[src/rtl/core/stq_pkg.sv]
`timescale 1ns / 1ps
`default_nettype none
// ----------------------------------------------------------------------------
// Sorted timer queue package
// Shared types, widths and operation and status codes.
// ----------------------------------------------------------------------------
package stq_pkg;

  localparam int unsigned DEPTH_DEF = 16;
  localparam int unsigned ID_W      = 16;
  localparam int unsigned DELAY_W   = 32;
  localparam int unsigned TIME_W    = 48;

  localparam logic [1:0] FUNC_ADD    = 2'd0;
  localparam logic [1:0] FUNC_REMOVE = 2'd1;
  localparam logic [1:0] FUNC_TICK   = 2'd2;

  localparam logic [2:0] ST_ADDED    = 3'd0;
  localparam logic [2:0] ST_FULL     = 3'd1;
  localparam logic [2:0] ST_REMOVED  = 3'd2;
  localparam logic [2:0] ST_NOTFOUND = 3'd3;
  localparam logic [2:0] ST_FIRED    = 3'd4;

  localparam logic [TIME_W-1:0] TIME_MAX = {TIME_W{1'b1}};

  typedef struct packed {
    logic [1:0]         func;
    logic [ID_W-1:0]    timer_id;
    logic [DELAY_W-1:0] delay;
    logic               periodic;
    logic [TIME_W-1:0]  now;
  } cmd_t;

  function automatic logic [TIME_W-1:0] sat_expiry(input logic [TIME_W-1:0] now,
                                                   input logic [DELAY_W-1:0] delay);
    logic [TIME_W:0] sum;
    sum = {1'b0, now} + {{(TIME_W+1-DELAY_W){1'b0}}, delay};
    return sum[TIME_W] ? TIME_MAX : sum[TIME_W-1:0];
  endfunction

endpackage
`default_nettype wire

[src/rtl/core/sorted_timer_queue.sv]
`timescale 1ns / 1ps
`default_nettype none
// ----------------------------------------------------------------------------
// Sorted timer queue
// Keeps up to DEPTH timers in expiry order and fires them on tick.
// ----------------------------------------------------------------------------
// The engine walks its slot registers one entry a cycle. A tick first scans
// for due timers, then fires each one in turn (popping the head and
// re-inserting a periodic one); a stalled result holds the engine. A
// two-entry command queue lets new items be taken while the engine is busy.
module sorted_timer_queue #(
  parameter int unsigned DEPTH = stq_pkg::DEPTH_DEF
) (
  input  wire logic                      clk,
  input  wire logic                      rst_n,
  input  wire logic                      in_valid,
  output logic                           in_ready,
  input  wire logic [1:0]                in_func,
  input  wire logic [stq_pkg::ID_W-1:0]  in_timer_id,
  input  wire logic [stq_pkg::DELAY_W-1:0] in_delay,
  input  wire logic                      in_periodic,
  input  wire logic [stq_pkg::TIME_W-1:0] in_now,
  output logic                           out_valid,
  input  wire logic                      out_ready,
  output logic [2:0]                     out_status,
  output logic [stq_pkg::ID_W-1:0]       out_fired_id,
  output logic                           out_fired_periodic,
  output logic                           out_last
);
  import stq_pkg::*;

  cmd_t in_cmd, q_cmd;
  logic q_valid, q_ready;

  assign in_cmd = '{func: in_func, timer_id: in_timer_id, delay: in_delay,
                    periodic: in_periodic, now: in_now};

  stq_front u_front (
    .clk(clk), .rst_n(rst_n), .in_valid(in_valid), .in_ready(in_ready),
    .in_cmd(in_cmd), .q_valid(q_valid), .q_ready(q_ready), .q_cmd(q_cmd)
  );

  stq_engine #(.DEPTH(DEPTH)) u_engine (
    .clk(clk), .rst_n(rst_n), .q_valid(q_valid), .q_ready(q_ready),
    .q_cmd(q_cmd), .out_valid(out_valid), .out_ready(out_ready),
    .out_status(out_status), .out_fired_id(out_fired_id),
    .out_fired_periodic(out_fired_periodic), .out_last(out_last)
  );

endmodule
`default_nettype wire

[src/rtl/core/stq_front.sv]
`timescale 1ns / 1ps
`default_nettype none
// ----------------------------------------------------------------------------
// Sorted timer queue front end
// Accepts commands, drops unused codes and queues the rest for the engine.
// ----------------------------------------------------------------------------
module stq_front (
  input  wire logic          clk,
  input  wire logic          rst_n,
  input  wire logic          in_valid,
  output logic               in_ready,
  input  wire stq_pkg::cmd_t in_cmd,
  output logic               q_valid,
  input  wire logic          q_ready,
  output stq_pkg::cmd_t      q_cmd
);
  import stq_pkg::*;

  cmd_t q_r [2];
  logic [1:0] cnt_r, cnt_nxt;
  logic       wp_r, rp_r;
  logic       push, pop;

  assign in_ready = (cnt_r != 2'd2);
  assign push     = in_valid && in_ready &&
                    (in_cmd.func == FUNC_ADD || in_cmd.func == FUNC_REMOVE ||
                     in_cmd.func == FUNC_TICK);
  assign q_valid  = (cnt_r != 2'd0);
  assign q_cmd    = q_r[rp_r];
  assign pop      = q_valid && q_ready;

  always_comb begin
    cnt_nxt = cnt_r + {1'b0, push} - {1'b0, pop};
  end

  always_ff @(posedge clk) begin
    if (!rst_n) begin
      cnt_r <= 2'd0;
      wp_r  <= 1'b0;
      rp_r  <= 1'b0;
    end else begin
      cnt_r <= cnt_nxt;
      if (push) wp_r <= ~wp_r;
      if (pop) rp_r <= ~rp_r;
    end
  end

  always_ff @(posedge clk) begin
    if (push) q_r[wp_r] <= in_cmd;
  end

  assert property (@(posedge clk) disable iff (!rst_n) cnt_r <= 2'd2)
    else $error("queue count overflow");
  assert property (@(posedge clk) disable iff (!rst_n) (cnt_r == 2'd0) |-> !pop)
    else $error("pop from empty queue");
  assert property (@(posedge clk) disable iff (!rst_n)
      (cnt_r == 2'd2) |=> (cnt_r != 2'd0))
    else $error("full queue emptied in one cycle");

endmodule
`default_nettype wire

[src/rtl/core/stq_engine.sv]
`timescale 1ns / 1ps
`default_nettype none
// ----------------------------------------------------------------------------
// Sorted timer queue engine
// Holds the sorted slots and walks them one entry a cycle for each command.
// ----------------------------------------------------------------------------
module stq_engine #(
  parameter int unsigned DEPTH = stq_pkg::DEPTH_DEF
) (
  input  wire logic                  clk,
  input  wire logic                  rst_n,
  input  wire logic                  q_valid,
  output logic                       q_ready,
  input  wire stq_pkg::cmd_t         q_cmd,
  output logic                       out_valid,
  input  wire logic                  out_ready,
  output logic [2:0]                 out_status,
  output logic [stq_pkg::ID_W-1:0]   out_fired_id,
  output logic                       out_fired_periodic,
  output logic                       out_last
);
  import stq_pkg::*;

  localparam int unsigned IW = (DEPTH > 1) ? $clog2(DEPTH) : 1;
  localparam int unsigned CW = $clog2(DEPTH + 1);

  localparam logic [2:0] S_IDLE = 3'd0;
  localparam logic [2:0] S_FIND = 3'd1;
  localparam logic [2:0] S_SHUP = 3'd2;
  localparam logic [2:0] S_RMSH = 3'd3;
  localparam logic [2:0] S_TICK = 3'd4;
  localparam logic [2:0] S_EMIT = 3'd5;
  localparam logic [2:0] S_TCNT = 3'd6;

  logic [ID_W-1:0]    s_id  [DEPTH];
  logic               s_per [DEPTH];
  logic [DELAY_W-1:0] s_dly [DEPTH];
  logic [TIME_W-1:0]  s_exp [DEPTH];

  logic [2:0]        st_r;
  logic [CW-1:0]     used_r, idx_r, pos_r, nfire_r;
  cmd_t              cmd_r;
  logic [TIME_W-1:0] exp_r;
  logic [ID_W-1:0]   ins_id_r;
  logic              ins_per_r;
  logic [DELAY_W-1:0] ins_dly_r;
  logic              tick_r;
  logic              ov_r;
  logic [2:0]        o_st_r;
  logic [ID_W-1:0]   o_id_r;
  logic              o_per_r;
  logic              o_last_r;

  logic [IW-1:0] ix, ixm1, ixp1;
  assign ix   = idx_r[IW-1:0];
  assign ixm1 = ix - 1'b1;
  assign ixp1 = ix + 1'b1;

  assign q_ready            = (st_r == S_IDLE);
  assign out_valid          = ov_r;
  assign out_status         = o_st_r;
  assign out_fired_id       = o_id_r;
  assign out_fired_periodic = o_per_r;
  assign out_last           = o_last_r;

  always_ff @(posedge clk) begin
    if (!rst_n) begin
      st_r   <= S_IDLE;
      used_r <= '0;
      ov_r   <= 1'b0;
    end else begin
      if (ov_r && out_ready) ov_r <= 1'b0;
      unique case (st_r)
        S_IDLE: begin
          if (q_valid) begin
            cmd_r <= q_cmd;
            idx_r <= '0;
            unique case (q_cmd.func)
              FUNC_ADD: begin
                if (used_r == CW'(DEPTH)) begin
                  o_st_r <= ST_FULL; o_id_r <= q_cmd.timer_id;
                  o_per_r <= q_cmd.periodic; o_last_r <= 1'b1;
                  ov_r <= 1'b1; st_r <= S_EMIT;
                end else begin
                  ins_id_r  <= q_cmd.timer_id;
                  ins_per_r <= q_cmd.periodic;
                  ins_dly_r <= q_cmd.delay;
                  exp_r     <= sat_expiry(q_cmd.now, q_cmd.delay);
                  tick_r    <= 1'b0;
                  st_r      <= S_FIND;
                end
              end
              FUNC_REMOVE: begin
                tick_r <= 1'b0;
                st_r   <= S_FIND;
              end
              default: begin
                tick_r <= 1'b1;
                st_r   <= S_TCNT;
              end
            endcase
          end
        end
        S_TCNT: begin
          // Due timers are counted first so that a re-armed periodic timer
          // cannot fire twice in one tick.
          if (idx_r == used_r || s_exp[ix] > cmd_r.now) begin
            nfire_r <= idx_r;
            st_r    <= S_TICK;
          end else begin
            idx_r <= idx_r + 1'b1;
          end
        end
        S_FIND: begin
          if (cmd_r.func == FUNC_REMOVE) begin
            if (idx_r == used_r) begin
              o_st_r <= ST_NOTFOUND; o_id_r <= cmd_r.timer_id;
              o_per_r <= cmd_r.periodic; o_last_r <= 1'b1;
              ov_r <= 1'b1; st_r <= S_EMIT;
            end else if (s_id[ix] == cmd_r.timer_id && s_per[ix] == cmd_r.periodic) begin
              st_r <= S_RMSH;
            end else begin
              idx_r <= idx_r + 1'b1;
            end
          end else begin
            if (idx_r == used_r || s_exp[ix] > exp_r) begin
              pos_r <= idx_r;
              idx_r <= used_r;
              st_r  <= S_SHUP;
            end else begin
              idx_r <= idx_r + 1'b1;
            end
          end
        end
        S_SHUP: begin
          if (idx_r == pos_r) begin
            s_id[ix] <= ins_id_r; s_per[ix] <= ins_per_r;
            s_dly[ix] <= ins_dly_r; s_exp[ix] <= exp_r;
            used_r <= used_r + 1'b1;
            if (tick_r) begin
              st_r <= S_TICK;
            end else begin
              o_st_r <= ST_ADDED; o_id_r <= ins_id_r;
              o_per_r <= ins_per_r; o_last_r <= 1'b1;
              ov_r <= 1'b1; st_r <= S_EMIT;
            end
          end else begin
            s_id[ix] <= s_id[ixm1]; s_per[ix] <= s_per[ixm1];
            s_dly[ix] <= s_dly[ixm1]; s_exp[ix] <= s_exp[ixm1];
            idx_r <= idx_r - 1'b1;
          end
        end
        S_RMSH: begin
          if (idx_r + 1'b1 >= used_r) begin
            used_r <= used_r - 1'b1;
            if (tick_r) begin
              idx_r <= '0;
              st_r  <= ins_per_r ? S_FIND : S_TICK;
            end else begin
              o_st_r <= ST_REMOVED; o_id_r <= cmd_r.timer_id;
              o_per_r <= cmd_r.periodic; o_last_r <= 1'b1;
              ov_r <= 1'b1; st_r <= S_EMIT;
            end
          end else begin
            s_id[ix] <= s_id[ixp1]; s_per[ix] <= s_per[ixp1];
            s_dly[ix] <= s_dly[ixp1]; s_exp[ix] <= s_exp[ixp1];
            idx_r <= idx_r + 1'b1;
          end
        end
        S_TICK: begin
          if (nfire_r == '0) begin
            st_r <= S_EMIT;
          end else if (!ov_r) begin
            o_st_r <= ST_FIRED; o_id_r <= s_id[0]; o_per_r <= s_per[0];
            o_last_r <= (nfire_r == CW'(1));
            ov_r <= 1'b1;
            ins_id_r  <= s_id[0];
            ins_per_r <= s_per[0];
            ins_dly_r <= s_dly[0];
            exp_r     <= sat_expiry(cmd_r.now, s_dly[0]);
            nfire_r   <= nfire_r - 1'b1;
            idx_r <= '0;
            st_r  <= S_RMSH;
          end
        end
        default: begin
          if (!ov_r || out_ready) st_r <= S_IDLE;
        end
      endcase
    end
  end

  assert property (@(posedge clk) disable iff (!rst_n) used_r <= CW'(DEPTH))
    else $error("used count beyond depth");
  assert property (@(posedge clk) disable iff (!rst_n) q_ready |-> (st_r == S_IDLE))
    else $error("engine took a command while busy");
  assert property (@(posedge clk) disable iff (!rst_n)
      (ov_r && !out_ready) |=> (ov_r && $stable(o_id_r)))
    else $error("result changed while stalled");

endmodule
`default_nettype wire
[config.mk]
export PLATFORM = sky130hd
export DESIGN_NAME = sorted_timer_queue
export DESIGN_NICKNAME = d
export VERILOG_FILES = /design/src/rtl/core/stq_pkg.sv /design/src/rtl/core/sorted_timer_queue.sv /design/src/rtl/core/stq_front.sv /design/src/rtl/core/stq_engine.sv
export SDC_FILE = /design/constraint.sdc
export NUM_CORES = 2
export LEC_CHECK = 0
export BUFFER_PORTS_ARGS = -buffer_cell sky130_fd_sc_hd__buf_2
export CAP_MARGIN = 20
export CORE_MARGIN = 2
export CORE_UTILIZATION = 60
export CTS_BUF_LIST = sky130_fd_sc_hd__clkbuf_4 sky130_fd_sc_hd__clkbuf_8
export DETAILED_ROUTE_END_ITERATION = 12
export GPL_TIMING_DRIVEN = 0
export PLACE_DENSITY = 0.76
export SYNTH_ARGS = -nofsm -noshare
export SYNTH_HDL_FRONTEND = slang
export SYNTH_SLANG_ARGS = --single-unit
export TNS_END_PERCENT = 1
[constraint.sdc]
create_clock -name clk -period 14.3 [get_ports clk]
set_clock_uncertainty 0.05 [all_clocks]
set_input_delay 3.575 -clock clk [delete_from_list [all_inputs] [get_ports clk]]
set_output_delay 3.575 -clock clk [all_outputs]
set_load 0.01 [all_outputs]
==> results.md <==
- Syn avg cell area: roughly 19 sq um
- Total global-route track usage: 40.61%
- H-tree levels: 5
- Slowest stage delay, CP: 1.00 ns
- DRT antenna net count: 0
- Root buffer selected by CTS: clkbuf_8
- Reg power frac: 28.7%
- # DRC: 0
- LEAKAGE: 39.23 nW
- Core footprint: 169,700 sq um
- Final Net Count: 6,582
- Syn Nets: roughly 5.8k
- Critical path endpoint category: flip-flop
- Clk sinks: 1,969
- Pre-antenna DRT Iters: 9
- Post-Synthesis Cells: 5,529
- Sw Pwr: 10.20 mW
- Sw frac: 39.25%
- Setup bufs post-CTS: 0
- Final period utilization: 62.98%
- Skew-Pair Late Insertion Delay: between 1 and 1.5 ns
- Post-synth top area share: between 50% and 60%
- Finished Core Util: roughly 70%
- Slowest-stage cell, CP: clkbuf_1
- Worst EP arrival: 9.63 ns
- Required @ worst endpoint: 14.92 ns
- Slew HR: 13.70%
- Most common cell after layout, fill and taps aside: edfxtp_1
- # rows: 151
- Synth area leaders: edfxtp_1 57%, mux4_2 28%, ha_1 2.2%
- Sequential fraction of the synthesis area: 57.43%
- Unique cell type count in the Yosys netlist: 77
- Clk pin slew, worst setup/hold paths: 0.07 ns
- Tot Pwr: 25.98 mW
- Area growth syn-to-layout: 14.37%
- Crit path kind: flip-flop to flip-flop
- Post-synth top area cell: edfxtp_1
- Placed cell count: 8,116
- PostCTS Resize Cnt: 0
- Final number of setup-violating endpoints: 0
- Reg2reg path depth: 15
- Power per cell area: 221.3 nW/um^2
- Maximum vdd drop: 0.0001650 V
- HP Class: flip-flop to flip-flop
- Number of synthesized flops with an enable pin: ~2k
- Ports: between 100 and 150
- Most frequent cells in the layout: 1,951 x edfxtp_1, 1,272 x mux4_2, 353 x clkbuf_8
- Vias per cell: 7.756
- Synthesized area: roughly 100,000 sq um
- Routed vias: approximately 68k
- Starting Density: 60.50%
- Tmin final: roughly 9 ns
- First-pass GRT wire length: 489,500 microns
- Peak Freq: 111.0 MHz
- RePlAce Congestion: 1.002
- RSZ-0062 raised after global routing: no
- Most used flip-flop cell after synthesis: edfxtp_1
- Post-DP HPWL: around 250,000 microns
- MaxCap Viol Count: 0
- Layout fillers: 10.58k
- TritonCTS clock tree: yes
- Clock network fraction of total power: 19.5%
- Slew Viols, Final: 0
- Hold Violations, Final: 0
- Critical path fanouts, max: 10
- Initial antenna violation count: 16
- Chip Height: 417.6 microns
- Die Width: ~420 microns
- Int Power: 15.79 mW
- YS warnings: 0
- Synth Register Bits: about 2k
- Worst setup SP type: flip-flop
- Logic pwr share: slightly above 50%
- First DRT Iteration DRCs: 12.81k
- Vias in the first global route: 66.33k
- Clock Path Buffers: 4
- TritonCTS buffer count: 335
- Wirelength per Cell: 40.09 microns
- Die ar.: 174,400 sq um
- Worst Tran Pin Value: 1.295 ns
- Ys async rst share: 0%
- IO Port Bufs: 125
- Largest net degree at the start of global routing: 49
- CTS Hold Buffers Added: 0
- Grt ovf: 0
- Worst Hold Path Cells: 0
- Critical Path, Cell by Cell: clkbuf_1 -> clkbuf_1 -> clkbuf_1 -> clkbuf_1 -> clkbuf_1 -> mux4_2 -> ha_1 -> nand4_1 -> or4_1 -> nor4_1 -> o31a_1 -> nor4b_1 -> buf_2 -> o21bai_1 -> nor4b_1
- Layout cells sized above 1: 36.64%
- Final cell count without fillers: a little under 9k
- Status: complete, no violations
- DRT Wirelength: roughly 350,000 microns
- Most frequent CP cell: clkbuf_1
## routing by layer
layer | GRT usage, % | up-vias | part of all wire [%]
met3 | 15.03 | 1487 | 16
met2 | 59.72 | 7082 | 45
met1 | 52.33 | 34197 | 32
met5 | 1.139 | - | 0.055
met4 | 23.70 | 10 | 7.3
li1 | - | 25287 | -
## metrics by stage
stage | cell area [sq um] | TNS [ns] | worst slack [ns] | hold slack, ns
floorplan | 102600 | 0 | 3.181 | 0.3744
global placement | 106000 | -8069.11 | -10.34 | 0.4216
detailed placement | 110300 | 0 | 5.492 | 0.4108
CTS | 116700 | 0 | 5.475 | 0.4517
global route | 117400 | 0 | 5.400 | 0.4633
finish | 117400 | 0 | 5.293 | 0.4661
## sequential cells by signal (all words and copies together) (netlist names), 16 cells and up, named ones only
register and cells:
u_engine.cmd_r 67, u_engine.exp_r 48, u_engine.s_per 16, u_engine.s_dly 512, u_front.q_r 198, u_engine.out_fired_id 16
u_engine.s_id 256, u_engine.ins_id_r 16, u_engine.s_exp 768, u_engine.ins_dly_r 32
## critical path, delay by kind of cell (launching register included)
kind	cells	cell delay [ns]
and+or+nand+nor	5	2.22
adders and majority gates	1	0.36
AOI/OAI and AO/OA	2	0.56
muxes	1	0.55
DFF	1	0.45
buffers and inverters	6	4.34
## final timing paths
path                                         to  slack (ns)                   startpoint
setup / recovery  u_engine.nfire_r[0]$_DFFE_PP_        5.29                    flip-flop
hold / removal      u_engine.pos_r[2]$_DFFE_PP_        0.47  u_engine.idx_r[2]$_DFFE_PN_
hold reg to reg     u_engine.pos_r[2]$_DFFE_PP_        0.47  u_engine.idx_r[2]$_DFFE_PN_
setup reg to reg  u_engine.nfire_r[0]$_DFFE_PP_        5.29                    flip-flop
## cells by family after synthesis
family	after synthesis	share of synthesized area (%)
xor+xnor	136	1.160
compound gates	593	3.598
simple gates	532	2.438
mux	1565	31.04
fa+ha+maj	180	2.216
buf+inv	554	2.122
flops	1969	57.43
## cell type report
cell class	instances	area (sq um)	area share (%)
Antenna cell	21	52.55	0.04476
Buffer	387	1574	1.341
Clock buffer	430	5436	4.631
Clock inverter	144	998.5	0.8505
Inverter	167	626.9	0.5340
Multi-Input combinational cell	3006	41670	35.49
Sequential cell	1969	58950	50.21
Tap cell	2218	2775	2.364
Timing Repair Buffer	433	5319	4.531
## cells in the mapped netlist, types with 4 or more instances
cell,number
a2111oi_0,10
a211o_1,5
a211oi_1,18
a21o_1,63
a21oi_1,234
a221o_1,5
a221oi_1,4
a22oi_1,40
a2bb2oi_1,7
a31oi_1,10
a32oi_1,4
and2_1,22
and3_1,12
buf_1,72
buf_2,37
buf_6,4
clkbuf_1,270
dfxtp_1,18
edfxtp_1,1951
ha_1,177
inv_1,165
mux2_2,101
mux2i_1,181
mux4_1,9
mux4_2,1272
nand2_1,127
nand2b_1,12
nand3_1,30
nand4_1,43
nor2_1,192
nor2b_1,23
nor3_1,34
nor4_1,10
o211ai_1,22
o21a_1,15
o21ai_0,103
o21bai_1,13
o22ai_1,5
o31a_1,6
o31ai_1,4
or3_1,9
xnor2_1,87
xor2_1,49
## power groups by stage
| stage | combinational [mW] | clock, mW | sequential (mW) |
|---|---|---|---|
| after floorplan | 8.18 | 0 | 7.49 |
| after global placement | 12.1 | 0 | 7.65 |
| after detailed placement | 12.8 | 0 | 7.57 |
| after CTS | 12.9 | 5.06 | 7.45 |
| after global routing | 13.8 | 5.29 | 7.46 |
| final | 13.5 | 5.06 | 7.46 |
Note: power is estimated with default switching activity, not from simulation.
